**src/ycbcr420_quad_to_rgb_defines.svh**
```systemverilog
// Assertion macros for the YCbCr 4:2:0 quad converter.
// Used by the top level only; expects clk and rst_n in scope.
`ifndef YCBCR420_QUAD_TO_RGB_DEFINES_SVH
`define YCBCR420_QUAD_TO_RGB_DEFINES_SVH

// pre holds at one edge, post must hold at the next
`define YCQ_ASSERT_NEXT(lbl, pre, post) \
  lbl: assert property (@(posedge clk) disable iff (!rst_n) (pre) |=> (post)) \
    else $error("ycq: next-cycle check failed");

// pre and post must hold together
`define YCQ_ASSERT_SAME(lbl, pre, post) \
  lbl: assert property (@(posedge clk) disable iff (!rst_n) (pre) |-> (post)) \
    else $error("ycq: same-cycle check failed");

`endif

```
**src/ycq_pkg.sv**
```systemverilog
// Shared types, constants and register codes for the YCbCr 4:2:0 quad converter.
// No dependencies.
`timescale 1ns / 1ps

package ycq_pkg;

  localparam int LANES         = 4;
  localparam int FRAC_BITS_DEF = 14;
  // signed accumulator width: covers the largest sum plus rounding for 8..16 fraction bits
  localparam int SUM_W         = 27;
  localparam int ADDR_W        = 5;
  localparam int DATA_W        = 32;
  localparam int COEF_W        = 16;

  localparam logic [8:0] Y_OFFSET = 9'd16;
  localparam logic [8:0] C_OFFSET = 9'd128;

  // register indexes (address bits [4:2])
  localparam logic [2:0] REG_LUMA_GAIN   = 3'd0;
  localparam logic [2:0] REG_CR_TO_RED   = 3'd1;
  localparam logic [2:0] REG_CR_TO_GREEN = 3'd2;
  localparam logic [2:0] REG_CB_TO_GREEN = 3'd3;
  localparam logic [2:0] REG_CB_TO_BLUE  = 3'd4;

  localparam logic [COEF_W-1:0] RST_LUMA_GAIN   = 16'd19071;
  localparam logic [COEF_W-1:0] RST_CR_TO_RED   = 16'd26149;
  localparam logic [COEF_W-1:0] RST_CR_TO_GREEN = 16'd13320;
  localparam logic [COEF_W-1:0] RST_CB_TO_GREEN = 16'd6406;
  localparam logic [COEF_W-1:0] RST_CB_TO_BLUE  = 16'd33063;

  typedef logic signed [SUM_W-1:0] sum_t;
  typedef logic signed [7:0]       chroma_t;

  typedef struct packed {
    logic [COEF_W-1:0] luma_gain;
    logic [COEF_W-1:0] cr_to_red;
    logic [COEF_W-1:0] cr_to_green;
    logic [COEF_W-1:0] cb_to_green;
    logic [COEF_W-1:0] cb_to_blue;
  } coef_t;

endpackage

```
**src/ycq_upsample.sv**
```systemverilog
// Chroma upsampler: four neighbour samples to four centred per-pixel values.
// Depends on ycq_pkg.
`timescale 1ns / 1ps

module ycq_upsample (
  input  logic [7:0]       here,
  input  logic [7:0]       right,
  input  logic [7:0]       below,
  input  logic [7:0]       below_right,
  output ycq_pkg::chroma_t lane [ycq_pkg::LANES]
);

  function automatic ycq_pkg::chroma_t centre(input logic [7:0] u);
    logic [8:0] w;
    w = {1'b0, u} - ycq_pkg::C_OFFSET;
    return ycq_pkg::chroma_t'(w[7:0]);
  endfunction

  logic [8:0] sum_h;
  logic [8:0] sum_v;
  logic [9:0] sum_q;

  assign sum_h = {1'b0, here} + {1'b0, right};
  assign sum_v = {1'b0, here} + {1'b0, below};
  assign sum_q = {2'b00, here} + {2'b00, right} + {2'b00, below} + {2'b00, below_right};

  assign lane[0] = centre(here);
  assign lane[1] = centre(sum_h[8:1]);
  assign lane[2] = centre(sum_v[8:1]);
  assign lane[3] = centre(sum_q[9:2]);

endmodule

```
**config.mk**
```make
export PLATFORM = sky130hd
export DESIGN_NAME = ycq_upsample
export DESIGN_NICKNAME = d
export VERILOG_FILES = /design/src/ycbcr420_quad_to_rgb_defines.svh /design/src/ycq_pkg.sv /design/src/ycq_upsample.sv
export SDC_FILE = /design/constraint.sdc
export NUM_CORES = 1
export LEC_CHECK = 0
export ABC_CLOCK_PERIOD_IN_PS = 4000
export BUFFER_PORTS_ARGS = -buffer_cell sky130_fd_sc_hd__buf_4
export CAP_MARGIN = 30
export CORE_MARGIN = 5
export CORE_UTILIZATION = 40
export DETAILED_ROUTE_END_ITERATION = 7
export PLACE_DENSITY = 0.71
export REMOVE_ABC_BUFFERS = 1
export SYNTH_ARGS = -nofsm -noshare
export SYNTH_HDL_FRONTEND = slang
export SYNTH_SLANG_ARGS = --single-unit
export TNS_END_PERCENT = 5
```
**constraint.sdc**
```tcl
create_clock -name vclk -period 4
set_input_delay 0.8 -clock vclk [all_inputs]
set_output_delay 0.8 -clock vclk [all_outputs]
set_load 0.005 [all_outputs]
```
==> out/metrics.csv <==
metric,value,unit
outcome,"finished, violations left",
post-route minimum period,4.141,ns
GPL Wtd Cong,0.8202,
Setup crit end kind,output port,
Crit path largest cell delay,0.56,ns
Nets,323,
sequential cell count,0,
Die Span Y,68.93,um
RSZ-0062 raised after global routing,yes,
# diodes,0,
Min-Delay Path Class,primary input to output port,
hold_buf cts,0,
Die ar.,4751,um2
syn_area_per_cell,7.982,um2
# IOs,64,
drt drc,0,
share of layout cells above drive strength 1,0.3896,
Critical Path RT,3.20,ns
1st-pass router iterations,4,
final max-slew violation count,0,
Total Power,569.8,uW
Port Buffers,64,
CP cell instances,buf_6 -> inv_2 -> fa_1 -> inv_2 -> fa_1 -> and3b_1 -> fa_2 -> a21o_1 -> a21oi_2 -> o21ai_2 -> o41ai_2 -> buf_4,
Final Worst Setup Slack,-0.1408,ns
DR vias/cell,4.641,
fillers,321,
vias in the first global route,1378,
utilization after layout,0.6145,
clkbuf count,0,
vias,1369,
LEAKAGE,0.001167,uW
antenna violations before repair,0,
largest net degree at the start of global routing,6,
Starting Density,0.4162,
post-synthesis sequential area ratio,0,
Max VDD drop,0.2184,mV
Core Area,3337,um2
register area,0,um2
Routed Antenna Nets,0,
final WL,3286,um
Cells after Synth,174,
CP Buf/Inv Count,4,
gr usage total,0.1416,
Fin. Hold Viols,0,
Core Rows,21,
Worst Tran Pin Value,0.2872,ns
Die Wd,68.93,um
post-synthesis cell area,1389,um2
CP top delay family,adder cells,
violated checks,setup timing,
fmax,241.5,MHz
CP Class,primary input to output port,
Netlist cell types,31,
area grow syn2layout,47.66,%
first-pass GRT wire length,5368,um
critical path's slowest cell,fa_1,
CP arrival,3.34,ns
CP max FO,2,
wire per inst,11.14,um
max_cap viols,0,
slew margin rel.,0.8060,
endpoints failing setup,4,
Synth Warn #,0,
drt first-iter violations,19,
crit start category,primary input,
DP HPWL,2998,um
Power per Cell Area,277.9,nW/um2
GRT overflow,0,
final period utilization,1.035,
stage by stage:
stage / setup TNS, ns / area [um2] / cells / setup WS [ns] / hold slack [ns]
after global routing: -0.7794 / 2051 / 295 / -0.2905 / 1.816
after global placement: -0.6726 / 2002 / 294 / -0.3062 / 1.810
after floorplan: -0.03958 / 1336 / 167 / -0.03958 / 1.600
after detailed placement: -0.7757 / 2002 / 294 / -0.3430 / 1.808
final: -0.2701 / 2051 / 295 / -0.1408 / 1.805
after CTS: -0.3966 / 2038 / 295 / -0.2073 / 1.810
path summary, 6_finish.rpt:
check / start / to / slack (ns) / cells past startpoint
max: right[1] / lane[7] / -0.14 / 12
min: here[4] / lane[28] / 1.81 / 2
routing by layer:
layer	part of all wire	global-route usage	vias to the layer above
met1	0.43	0.1649	622
met5	0	0	-
met2	0.47	0.2881	51
li1	-	-	696
met4	0	0	0
met3	0.092	0.01621	0
placed cells by master, fill, tap and decap left out, types with 2 or more instances in the layout:
cell and count:
nor2_1 10, o21ai_2 2, inv_1 42, xnor2_1 11, fa_1 17, a21oi_2 3
nand2_1 10, a21oi_1 6, o211ai_1 3, nor3_1 4, or3_1 2, ha_1 21
inv_2 3, o21ai_1 3, xor2_1 6, buf_4 81, a21o_1 5, nand3_1 2
cell type report:
| cell class | count | area, um2 | share of cell area |
|---|---|---|---|
| inverter | 45 | 168.9 | 0.08237 |
| timing repair buffer | 82 | 619.3 | 0.3020 |
| tap | 46 | 57.56 | 0.02807 |
| multi-input combinational | 122 | 1205 | 0.5876 |
kinds of logic (layout without fill, tap and decap cells):
| logic type | count (synthesis) | count (layout) | share of synthesized area |
|---|---|---|---|
| AOI/OAI and AO/OA | 29 | 29 | 0.1505 |
| xor gates and xnor gates | 18 | 18 | 0.1135 |
| adders and majority gates | 40 | 40 | 0.4577 |
| buffers and inverters | 52 | 127 | 0.1595 |
| and+or+nand+nor | 35 | 35 | 0.1189 |
where the power goes:
part | internal [uW] | switching (uW)
clock network | 0 | 0
registers | 0 | 0
logic | 322 | 248
cells in the mapped netlist (all sizes together):
cell type	n	share of area
a211o	1	0.0063
a211oi	1	0.0090
a21o	5	0.027
a21oi	9	0.038
a31oi	1	0.0045
and2	1	0.0045
and3	1	0.0045
and3b	1	0.0063
buf	7	0.038
fa	18	0.26
ha	22	0.20
inv	45	0.12
nand2	10	0.027
nand3	2	0.0072
nand3b	1	0.0054
nand4	1	0.0045
nor2	10	0.027
nor2b	1	0.0045
nor3	4	0.014
o211ai	3	0.016
o21a	1	0.0054
o21ai	5	0.021
o221ai	1	0.011
o41ai	2	0.013
or2	1	0.0045
or3	2	0.0090
xnor2	12	0.076
xor2	6	0.038
timing repair:
action	4_1_cts	5_1_grt
resized for setup	9	2
pin swaps	5	3
setup buffers	1	0
setup endpoints to repair	4	6
Power figures use the tool's default switching activity.
