--- config.mk ---
export PLATFORM = sky130hd
export DESIGN_NAME = ycq_lane
export DESIGN_NICKNAME = d
export VERILOG_FILES = /design/src/ycbcr420_quad_to_rgb_defines.svh /design/src/ycq_pkg.sv /design/src/ycq_lane.sv
export SDC_FILE = /design/constraint.sdc
export NUM_CORES = 2
export LEC_CHECK = 0
export BUFFER_PORTS_ARGS = -buffer_cell sky130_fd_sc_hd__buf_2
export CORE_MARGIN = 2
export CORE_UTILIZATION = 30
export DETAILED_ROUTE_END_ITERATION = 8
export PLACE_DENSITY = 0.54
export REMOVE_ABC_BUFFERS = 1
export SLEW_MARGIN = 40
export SYNTH_ARGS = -nofsm -noshare
export SYNTH_HDL_FRONTEND = slang
export SYNTH_SLANG_ARGS = --single-unit
export TNS_END_PERCENT = 100
--- constraint.sdc ---
create_clock -name vclk -period 16.53
set_clock_uncertainty 0.15 [all_clocks]
set_input_delay 0 -clock vclk [all_inputs]
set_output_delay 0 -clock vclk [all_outputs]
set_load 0.05 [all_outputs]
--- src/ycbcr420_quad_to_rgb_defines.svh ---
// Assertion macros for the YCbCr 4:2:0 quad converter.
// Used by the top level only; expects clk and rst_n in scope.
`ifndef YCBCR420_QUAD_TO_RGB_DEFINES_SVH
`define YCBCR420_QUAD_TO_RGB_DEFINES_SVH

// pre holds at one edge, post must hold at the next
`define YCQ_ASSERT_NEXT(lbl, pre, post) \
  lbl: assert property (@(posedge clk) disable iff (!rst_n) (pre) |=> (post)) \
    else $error("ycq: next-cycle check failed");

// pre and post must hold together
`define YCQ_ASSERT_SAME(lbl, pre, post) \
  lbl: assert property (@(posedge clk) disable iff (!rst_n) (pre) |-> (post)) \
    else $error("ycq: same-cycle check failed");

`endif

--- src/ycq_pkg.sv ---
// Shared types, constants and register codes for the YCbCr 4:2:0 quad converter.
// No dependencies.
`timescale 1ns / 1ps

package ycq_pkg;

  localparam int LANES         = 4;
  localparam int FRAC_BITS_DEF = 14;
  // signed accumulator width: covers the largest sum plus rounding for 8..16 fraction bits
  localparam int SUM_W         = 27;
  localparam int ADDR_W        = 5;
  localparam int DATA_W        = 32;
  localparam int COEF_W        = 16;

  localparam logic [8:0] Y_OFFSET = 9'd16;
  localparam logic [8:0] C_OFFSET = 9'd128;

  // register indexes (address bits [4:2])
  localparam logic [2:0] REG_LUMA_GAIN   = 3'd0;
  localparam logic [2:0] REG_CR_TO_RED   = 3'd1;
  localparam logic [2:0] REG_CR_TO_GREEN = 3'd2;
  localparam logic [2:0] REG_CB_TO_GREEN = 3'd3;
  localparam logic [2:0] REG_CB_TO_BLUE  = 3'd4;

  localparam logic [COEF_W-1:0] RST_LUMA_GAIN   = 16'd19071;
  localparam logic [COEF_W-1:0] RST_CR_TO_RED   = 16'd26149;
  localparam logic [COEF_W-1:0] RST_CR_TO_GREEN = 16'd13320;
  localparam logic [COEF_W-1:0] RST_CB_TO_GREEN = 16'd6406;
  localparam logic [COEF_W-1:0] RST_CB_TO_BLUE  = 16'd33063;

  typedef logic signed [SUM_W-1:0] sum_t;
  typedef logic signed [7:0]       chroma_t;

  typedef struct packed {
    logic [COEF_W-1:0] luma_gain;
    logic [COEF_W-1:0] cr_to_red;
    logic [COEF_W-1:0] cr_to_green;
    logic [COEF_W-1:0] cb_to_green;
    logic [COEF_W-1:0] cb_to_blue;
  } coef_t;

endpackage

--- src/ycq_lane.sv ---
// One pixel lane: coefficient products, rounding, floor shift and clamp to a byte.
// Depends on ycq_pkg.
`timescale 1ns / 1ps

module ycq_lane #(
  parameter int FRAC_BITS = ycq_pkg::FRAC_BITS_DEF
) (
  input  logic [7:0]       y,
  input  ycq_pkg::chroma_t cb,
  input  ycq_pkg::chroma_t cr,
  input  ycq_pkg::coef_t   coef,
  output logic [7:0]       red,
  output logic [7:0]       green,
  output logic [7:0]       blue
);

  localparam ycq_pkg::sum_t ROUND = ycq_pkg::sum_t'(1) <<< (FRAC_BITS - 1);

  function automatic logic [7:0] finish(input ycq_pkg::sum_t s);
    ycq_pkg::sum_t q;
    q = (s + ROUND) >>> FRAC_BITS;
    if (q[ycq_pkg::SUM_W-1])
      return 8'd0;
    else if (|q[ycq_pkg::SUM_W-2:8])
      return 8'd255;
    else
      return q[7:0];
  endfunction

  logic [8:0]    y_off;
  ycq_pkg::sum_t y_s;
  ycq_pkg::sum_t cb_s;
  ycq_pkg::sum_t cr_s;
  ycq_pkg::sum_t base;
  ycq_pkg::sum_t p_crr;
  ycq_pkg::sum_t p_crg;
  ycq_pkg::sum_t p_cbg;
  ycq_pkg::sum_t p_cbb;

  assign y_off = {1'b0, y} - ycq_pkg::Y_OFFSET;
  assign y_s   = ycq_pkg::sum_t'($signed(y_off));
  assign cb_s  = ycq_pkg::sum_t'(cb);
  assign cr_s  = ycq_pkg::sum_t'(cr);

  // coefficients are unsigned: zero-extend into the signed accumulator
  assign base  = ycq_pkg::sum_t'({1'b0, coef.luma_gain})   * y_s;
  assign p_crr = ycq_pkg::sum_t'({1'b0, coef.cr_to_red})   * cr_s;
  assign p_crg = ycq_pkg::sum_t'({1'b0, coef.cr_to_green}) * cr_s;
  assign p_cbg = ycq_pkg::sum_t'({1'b0, coef.cb_to_green}) * cb_s;
  assign p_cbb = ycq_pkg::sum_t'({1'b0, coef.cb_to_blue})  * cb_s;

  assign red   = finish(base + p_crr);
  assign green = finish(base - p_crg - p_cbg);
  assign blue  = finish(base + p_cbb);

endmodule
==> impl_metrics.py <==
metrics = {
    "timing": {
        "finalCriticalPeriod_ns": 11.18,
        "fmax_mhz": 89.43,
        "worst_pin_slew_ns": 0.8104,
        "setup_viol": 0,
        "hold_viol_final": 0,
        "period_share": 0.6765,
        "setup-tns-final_ns": 0,
        "grt_setup_unrepaired": "no",
        "relSlewSlack": 0.4558,
        "hold_ws_ns": 1.080,
        "drv_slew": 0,
        "setup_slack_ns": 5.348,
    },
    "yosys": {
        "syn-cell-area_um2": 23160,
        "synth-xor-area-share": 0.02140,
        "synth_cell_types": 62,
        "ys_seq_area_frac": 0,
        "synth_fa_ha_area_frac": 0.6494,
        "synthSimpleGateAreaFrac": 0.1660,
        "ys_warn_count": 0,
        "muxShareOfSynthArea": 0.0004323,
        "synth_compound_area_frac": 0.05004,
        "synth_cells": 2551,
        "synth.avg_cell_area_um2": 9.077,
        "synth_top_family_by_area": "adder cells",
    },
    "floorplan": {
        "pin_count": 128,
        "fp.dieH_um": 281.8,
        "initial_core_util": 0.3039,
        "rows": 101,
        "fp.dieArea_um2": 79430,
        "fp.coreArea_um2": 76200,
        "die_w_um": 281.8,
    },
    "job": {
        "cap_violations": 0,
    },
    "hold_path": {
        "whs_path_depth": 9,
        "min_path_type": "in2out",
        "hold_start": "coef[48]",
        "hold_path_end": "red[0]",
    },
    "placed_design": {
        "dpl_cell_area_um2": 24900,
        "io_buffer_count": 128,
        "post-place-ws_ns": 5.275,
        "place_congestion": 0.7950,
        "post-dp-hpwl_um": 49450,
    },
    "worst_setup_path": {
        "crit_arrival_ns": 11.03,
        "cp-end-kind": "primary output",
        "critical_path.max_fanout": 17,
        "path_common_cell": "fa_1",
        "worstSetupStartpointType": "primary input",
        "crit_path_max_incr_delay_ns": 0.64,
        "crit_required_ns": 16.38,
        "cp_slowest_cell": "or3b_2",
        "path_class": "in2out",
    },
    "detailed_routing": {
        "drt-pass1-iter-count": 5,
        "vias": 16500,
        "drtIter0Drc": 700,
        "via_per_inst": 4.525,
        "drt-total-wl_um": 57720,
        "drc": 0,
        "ant_nets": 0,
        "wire_per_inst_um": 15.83,
    },
    "final_layout": {
        "seqCellArea_um2": 0,
        "finalNetCount": 3589,
        "clockBufferCount": 0,
        "final_area_um2": 24930,
        "seq_cells": 0,
        "area_delta_synth_final_pct": 7.641,
        "drive_gt1_frac": 0.06284,
    },
    "run_status": {
        "status": "complete, no violations",
    },
    "grt": {
        "antenna_found_initial": 15,
        "first_global_vias": 17620,
        "grt_first_pass_wirelength_um": 96800,
        "overflow": 0,
        "grt_max_degree": 34,
        "grt_use_total": 0.1535,
    },
    "cts": {
        "cts_setup_buffers": 0,
        "hold_buffers": 0,
        "ctsResizeCount": 0,
    },
}
-- metal layers --
layer,up-vias,track usage,wire length (µm)
met5,-,0,92
met4,16,0.01350,542
met3,38,0.01342,2322
met2,281,0.2655,28320
met1,8445,0.2161,26450
li1,7722,-,-
-- cell usage in the layout (no fill, tap or decap), drive strengths merged, types with 33 or more instances in the layout --
| cell | instances |
|---|---|
| and2 | 272 |
| nand2b | 34 |
| nand2 | 297 |
| inv | 620 |
| xnor2 | 36 |
| fa | 548 |
| ha | 325 |
| nor2 | 76 |
| buf | 132 |
| a21oi | 33 |
-- cell families (layout without fill, tap and decap cells) --
kind of cell | count (synthesis) | count (layout)
compound gates | 163 | 163
xor+xnor | 54 | 54
fa+ha+maj | 873 | 873
buf+inv | 695 | 754
mux | 1 | 1
other cells | 0 | 7
simple gates | 765 | 765
-- synth_stat cells, types with 3 or more instances --
cell        n  share of area
a211oi_1    4         0.0013
a21boi_0    3        0.00097
a21o_1     25         0.0081
a21oi_1    32         0.0069
a311oi_1    3         0.0011
a31oi_1     6         0.0016
a41o_1      3         0.0013
and2_1    272          0.073
and3_1      6         0.0016
clkbuf_1   71          0.012
fa_1      548           0.47
ha_1      325           0.18
inv_1     620           0.10
nand2_1   297          0.048
nand2b_1   34         0.0092
nand3_1     7         0.0015
nand4_1     5         0.0014
nor2_1     76          0.012
nor2b_1    28         0.0076
nor3_1     15         0.0032
nor4_1      4         0.0011
o211ai_1    4         0.0013
o21a_1     31          0.010
o21ai_0    13         0.0028
o21ai_1     5         0.0011
o21bai_1    7         0.0023
or2_2       9         0.0024
or3_1       3        0.00081
xnor2_1    33          0.012
xnor2_2     3         0.0021
xor2_1     18         0.0068
-- how the worst max path moves through the flow --
stage / end / cells past startpoint / from / slack [ns]
after floorplan: red[0] / 33 / y[4] / 6.54
after global placement: green[4] / 37 / y[4] / 5.27
after detailed placement: green[6] / 37 / y[4] / 5.27
after CTS: green[6] / 37 / y[4] / 5.25
after global routing: green[3] / 37 / y[4] / 4.68
final: green[4] / 37 / y[4] / 5.35
-- metrics by stage --
step,cells,utilization
after floorplan,2478,-
after global placement,3640,0.3260
after detailed placement,3640,0.3268
after CTS,3640,0.3268
after global routing,3646,0.3271
final,3647,0.3271
-- area by class of cell --
type / instances / area [µm²]
fillers: 8026 / 51280
repair buffers: 132 / 670.6
well taps: 1030 / 1289
inverters: 622 / 2336
multi-input cells: 1856 / 20610
diodes: 7 / 17.52
-- worst max-delay path: cells and delay by family --
| kind | cells | cell delay, ns |
|---|---|---|
| fa+ha+maj | 13 | 5.33 |
| simple gates | 6 | 1.75 |
| compound gates | 8 | 1.73 |
| xor+xnor | 3 | 1.23 |
| buf+inv | 7 | 0.94 |
Power is not shown: default switching activity piles up to over one toggle a cycle in this logic, so the estimate is an artifact.
