--- src/ycbcr420_quad_to_rgb_defines.svh ---
// Assertion macros for the YCbCr 4:2:0 quad converter.
// Used by the top level only; expects clk and rst_n in scope.
`ifndef YCBCR420_QUAD_TO_RGB_DEFINES_SVH
`define YCBCR420_QUAD_TO_RGB_DEFINES_SVH

// pre holds at one edge, post must hold at the next
`define YCQ_ASSERT_NEXT(lbl, pre, post) \
  lbl: assert property (@(posedge clk) disable iff (!rst_n) (pre) |=> (post)) \
    else $error("ycq: next-cycle check failed");

// pre and post must hold together
`define YCQ_ASSERT_SAME(lbl, pre, post) \
  lbl: assert property (@(posedge clk) disable iff (!rst_n) (pre) |-> (post)) \
    else $error("ycq: same-cycle check failed");

`endif

--- src/ycq_pkg.sv ---
// Shared types, constants and register codes for the YCbCr 4:2:0 quad converter.
// No dependencies.
`timescale 1ns / 1ps

package ycq_pkg;

  localparam int LANES         = 4;
  localparam int FRAC_BITS_DEF = 14;
  // signed accumulator width: covers the largest sum plus rounding for 8..16 fraction bits
  localparam int SUM_W         = 27;
  localparam int ADDR_W        = 5;
  localparam int DATA_W        = 32;
  localparam int COEF_W        = 16;

  localparam logic [8:0] Y_OFFSET = 9'd16;
  localparam logic [8:0] C_OFFSET = 9'd128;

  // register indexes (address bits [4:2])
  localparam logic [2:0] REG_LUMA_GAIN   = 3'd0;
  localparam logic [2:0] REG_CR_TO_RED   = 3'd1;
  localparam logic [2:0] REG_CR_TO_GREEN = 3'd2;
  localparam logic [2:0] REG_CB_TO_GREEN = 3'd3;
  localparam logic [2:0] REG_CB_TO_BLUE  = 3'd4;

  localparam logic [COEF_W-1:0] RST_LUMA_GAIN   = 16'd19071;
  localparam logic [COEF_W-1:0] RST_CR_TO_RED   = 16'd26149;
  localparam logic [COEF_W-1:0] RST_CR_TO_GREEN = 16'd13320;
  localparam logic [COEF_W-1:0] RST_CB_TO_GREEN = 16'd6406;
  localparam logic [COEF_W-1:0] RST_CB_TO_BLUE  = 16'd33063;

  typedef logic signed [SUM_W-1:0] sum_t;
  typedef logic signed [7:0]       chroma_t;

  typedef struct packed {
    logic [COEF_W-1:0] luma_gain;
    logic [COEF_W-1:0] cr_to_red;
    logic [COEF_W-1:0] cr_to_green;
    logic [COEF_W-1:0] cb_to_green;
    logic [COEF_W-1:0] cb_to_blue;
  } coef_t;

endpackage

--- src/ycq_regs.sv ---
// Coefficient register file behind the APB-style port.
// Depends on ycq_pkg.
`timescale 1ns / 1ps

module ycq_regs (
  input  logic                        clk,
  input  logic                        rst_n,
  input  logic                        psel,
  input  logic                        penable,
  input  logic                        pwrite,
  input  logic [ycq_pkg::ADDR_W-1:0]  paddr,
  input  logic [ycq_pkg::DATA_W-1:0]  pwdata,
  output logic [ycq_pkg::DATA_W-1:0]  prdata,
  output ycq_pkg::coef_t              coef
);

  ycq_pkg::coef_t coef_r;
  ycq_pkg::coef_t coef_nxt;
  logic [2:0]     idx;
  logic           wr;

  assign idx = paddr[ycq_pkg::ADDR_W-1:2];
  assign wr  = psel && penable && pwrite;

  always_comb begin
    coef_nxt = coef_r;
    if (wr) begin
      case (idx)
        ycq_pkg::REG_LUMA_GAIN:   coef_nxt.luma_gain   = pwdata[ycq_pkg::COEF_W-1:0];
        ycq_pkg::REG_CR_TO_RED:   coef_nxt.cr_to_red   = pwdata[ycq_pkg::COEF_W-1:0];
        ycq_pkg::REG_CR_TO_GREEN: coef_nxt.cr_to_green = pwdata[ycq_pkg::COEF_W-1:0];
        ycq_pkg::REG_CB_TO_GREEN: coef_nxt.cb_to_green = pwdata[ycq_pkg::COEF_W-1:0];
        ycq_pkg::REG_CB_TO_BLUE:  coef_nxt.cb_to_blue  = pwdata[ycq_pkg::COEF_W-1:0];
        default: ;
      endcase
    end
  end

  always_ff @(posedge clk) begin
    if (!rst_n) begin
      coef_r.luma_gain   <= ycq_pkg::RST_LUMA_GAIN;
      coef_r.cr_to_red   <= ycq_pkg::RST_CR_TO_RED;
      coef_r.cr_to_green <= ycq_pkg::RST_CR_TO_GREEN;
      coef_r.cb_to_green <= ycq_pkg::RST_CB_TO_GREEN;
      coef_r.cb_to_blue  <= ycq_pkg::RST_CB_TO_BLUE;
    end else begin
      coef_r <= coef_nxt;
    end
  end

  always_comb begin
    case (idx)
      ycq_pkg::REG_LUMA_GAIN:   prdata = ycq_pkg::DATA_W'(coef_r.luma_gain);
      ycq_pkg::REG_CR_TO_RED:   prdata = ycq_pkg::DATA_W'(coef_r.cr_to_red);
      ycq_pkg::REG_CR_TO_GREEN: prdata = ycq_pkg::DATA_W'(coef_r.cr_to_green);
      ycq_pkg::REG_CB_TO_GREEN: prdata = ycq_pkg::DATA_W'(coef_r.cb_to_green);
      ycq_pkg::REG_CB_TO_BLUE:  prdata = ycq_pkg::DATA_W'(coef_r.cb_to_blue);
      default:                  prdata = '0;
    endcase
  end

  assign coef = coef_r;

endmodule

--- config.mk ---
export PLATFORM = sky130hd
export DESIGN_NAME = ycq_regs
export DESIGN_NICKNAME = d
export VERILOG_FILES = /design/src/ycbcr420_quad_to_rgb_defines.svh /design/src/ycq_pkg.sv /design/src/ycq_regs.sv
export SDC_FILE = /design/constraint.sdc
export NUM_CORES = 1
export LEC_CHECK = 0
export BUFFER_PORTS_ARGS = -buffer_cell sky130_fd_sc_hd__clkbuf_2
export CAP_MARGIN = 20
export CORE_MARGIN = 2
export CORE_UTILIZATION = 48
export DETAILED_ROUTE_END_ITERATION = 12
export GPL_TIMING_DRIVEN = 0
export PLACE_DENSITY = 0.79
export SYNTH_ARGS = -nofsm -noshare
export SYNTH_HDL_FRONTEND = slang
export SYNTH_SLANG_ARGS = --single-unit
--- constraint.sdc ---
create_clock -name clk -period 1.5 [get_ports clk]
set_clock_uncertainty 0.15 [all_clocks]
set_input_delay 0.15 -clock clk [delete_from_list [all_inputs] [get_ports clk]]
set_output_delay 0.15 -clock clk [all_outputs]
set_load 0.01 [all_outputs]
==> out/qor.txt <==
GR Util All Layers: 31.7%
share of synthesized registers carrying an async set or reset: 0%
Reg clk slew, reported paths: 0.08 ns
failing checks: negative setup slack
FF+latch count, synth: 80
Worst Hold Depth: 3
total gr overflow: 0
top cells by area, synth: dfxtp_1 42%, mux2i_1 16%, nand2_1 6.5%
sequential share of the synthesized area: 41.9%
Arrival @ worst endpoint: 1.36 ns
ant diodes: 0
Syn Area/Cell: 9.25 um^2
Crit path required time: 1.20 ns
Post-synth top cells: 80 x dfxtp_1, 66 x nand2_1, 61 x mux2i_1, 30 x a22oi_1, 21 x nor2b_1
setup TNS: -1.99 ns
Avg WL per Cell: 19.3 um
I/O Pins: 154
power per standard cell area: 826 nW/um^2
Max Slew Vio Count: 0
TritonCTS clock tree: yes
worst hold path class: input port to flip-flop
CTS buffer count: 9
FF-to-FF Start: coef[45]
Clock Latency Late Sink: 0.36 ns
Clock Sinks: 80
PnR worst setup slack: -0.156 ns
final hold viol count: 0
Worst VDD drop: 0.603 mV
reg2reg end: coef[45]
predominant post-synthesis flop cell: dfxtp_1
vias in the first global route: 3908
RSZ-0062 raised after global routing: true
largest family of logic cells by synthesized area: multiplexers
maximum root-to-sink buffer count: 2
via count: 3974
pre-CTS setup slack: -0.679 ns
area grow syn2layout: 42.2%
htree depth: 3
initial antenna violation count: 0
Largest register FFs: 80
final antenna-violating net count: 0
hold worst-path end: coef[79]
mux contribution to synthesized area: 20.7%
Crit Path Category: input port to output pin
First-pass DRT Iterations: 4
XOR/XNOR Fraction of Synth Area: 0%
Finish-stage setup viols: 16
chip width: 93.2 um
largest net degree at the start of global routing: 13
Post-Syn Area: 3820 um^2
Max Clk Rate: 604 MHz
Root Buffer: clkbuf_8
Die H: 93.2 um
family with the most delay on the worst path: buffers and inverters
Yosys top cell area share: 41.9%
compound-cell area share of the yosys netlist: 13.6%
most common cell in the synthesized netlist: dfxtp_1
slew at the pin with the worst max-slew slack: 0.722 ns
Starting Density: 49.4%
Finished Cell Area: 5430 um^2
Core ar.: 7730 um^2
max_slew headroom: 51.9%
Final period util: 110%
critical path depth: 7
R2R cell count: 3
fin nets: 641
Worst Path Max Fanout: 10
Vias/cell: 5.64
Post-Synth Adder-Cell Area: 0%
DIE AREA: 8690 um^2
Reg2Reg Setup Slack: 0.56 ns
Pleak: 2.69 nW
GP Congestion: 0.938
DRC errors left: 0
Final HPWL DP: 9090 um
first-pass GRT wire length: 20800 um
hold path startpoint: paddr[3]
status: finished with violations
Critical path buffers and inverters: 4
Worst setup EP type: output pin
CP max stage delay: 0.35 ns
Total Power: 4.49 mW
startpoint types: input port
Post-Synth Simple-Gate Area: 14.3%
drt total wl: 13600 um
number of core rows: 32
Crit-path slowest cell: mux2_2
Yosys cell types: 33
largest area contributor in the netlist: dfxtp_1
max-cap violation count: 0
layout cells sized above 1: 44.6%
drt first-iter violations: 310
PortBufs: 118
Cell Area, Placed: 4590 um^2
Ys Warns: 0
post-synthesis cell count: 413
Cell Chain, Critical Path: clkbuf_2 > buf_12 > buf_12 > mux2_2 > a22oi_2 > o22ai_2 > clkbuf_2
number of synthesized flops with an enable pin: 0
Tmin final: 1.66 ns
## cells by family (layout without fill, tap and decap cells)
family	count (synthesis)	after routing
other	1	16
buffers and inverters	67	242
DFF	80	80
muxes	77	77
AOI/OAI and AO/OA	74	74
and+or+nand+nor	114	114
## how the worst max path moves through the flow
stage | end | slack, ns | start
6_report | prdata[13] | -0.16 | paddr[2]
5_1_grt | prdata[15] | -0.20 | coef[47]
3_3_place_gp | prdata[13] | -0.69 | paddr[2]
3_5_place_dp | prdata[13] | -0.68 | paddr[2]
2_1_floorplan | prdata[0] | 0.08 | paddr[2]
4_1_cts | prdata[13] | -0.15 | coef[29]
## metrics by stage
step / utilization, % / hold slack (ns) / instances
4_1_cts: 69.7 / 0.0511 / 704
2_1_floorplan: - / 0.142 / 428
3_3_place_gp: 59.5 / 0.280 / 648
3_5_place_dp: 59.5 / 0.284 / 648
5_1_grt: 70.3 / 0.0673 / 705
6_report: 70.3 / 0.0798 / 705
## tightest hold or removal path, delay by kind of cell
kind / cells / cell delay (ns)
multiplexers: 1 / 0.12
AND/OR/NAND/NOR: 1 / 0.11
buffers and inverters: 1 / 0.16
## what timing repair did
action | in CTS | in global routing
endpoints found under the setup margin | 16 | 19
hold buffers | 16 | 0
gates resized for setup | 82 | 22
buffers inserted | 25 | 1
pin swaps | 23 | 9
endpoints found under the hold margin | 74 | 0
cloned | 0 | 0
## cell type report
cell class                      count  area, um^2
Sequential cell                    80        1640
Timing Repair Buffer              160         946
Clock inverter                      4        70.1
Buffer                             49         352
Tap cell                          102         128
Clock buffer                       11         131
Multi-Input combinational cell    281        2100
Fill cell                         601        2290
Inverter                           18        67.6
## power by group
part           total, mW  internal, mW  switching [mW]
logic              0.631         0.268           0.362
clock network       1.70         0.924           0.778
registers           2.16          2.14          0.0157
## cells in the final DEF, fill, tap and decap left out, types with 2 or more instances in the layout
cell / n
a22oi_1: 15
a22oi_2: 15
buf_12: 2
buf_2: 18
buf_4: 46
buf_6: 3
bufinv_16: 2
clkbuf_1: 13
clkbuf_2: 110
clkbuf_8: 10
clkinv_2: 2
conb_1: 16
dfxtp_1: 49
dfxtp_2: 31
dlygate4sd3_1: 16
inv_1: 18
mux2_2: 2
mux2_4: 14
mux2i_1: 61
nand2_1: 66
nand2b_1: 2
nand3_1: 10
nand4_1: 2
nand4b_1: 2
nor2_4: 2
nor2b_1: 19
nor2b_4: 2
o211ai_1: 17
o21ai_0: 6
o22ai_1: 12
o22ai_2: 4
o311ai_0: 2
## per-layer routing
metal  part of all wire [%]  up-vias  wire [um]  track usage [%]
met1                     40     1912       5490             39.3
met4                    2.9        0        401             12.9
li1                       -     1795          -                -
met2                     49      234       6620             53.3
met5                      0        -          0                0
met3                    8.2       33       1120             7.25
Note: power is estimated with default switching activity, not from simulation.
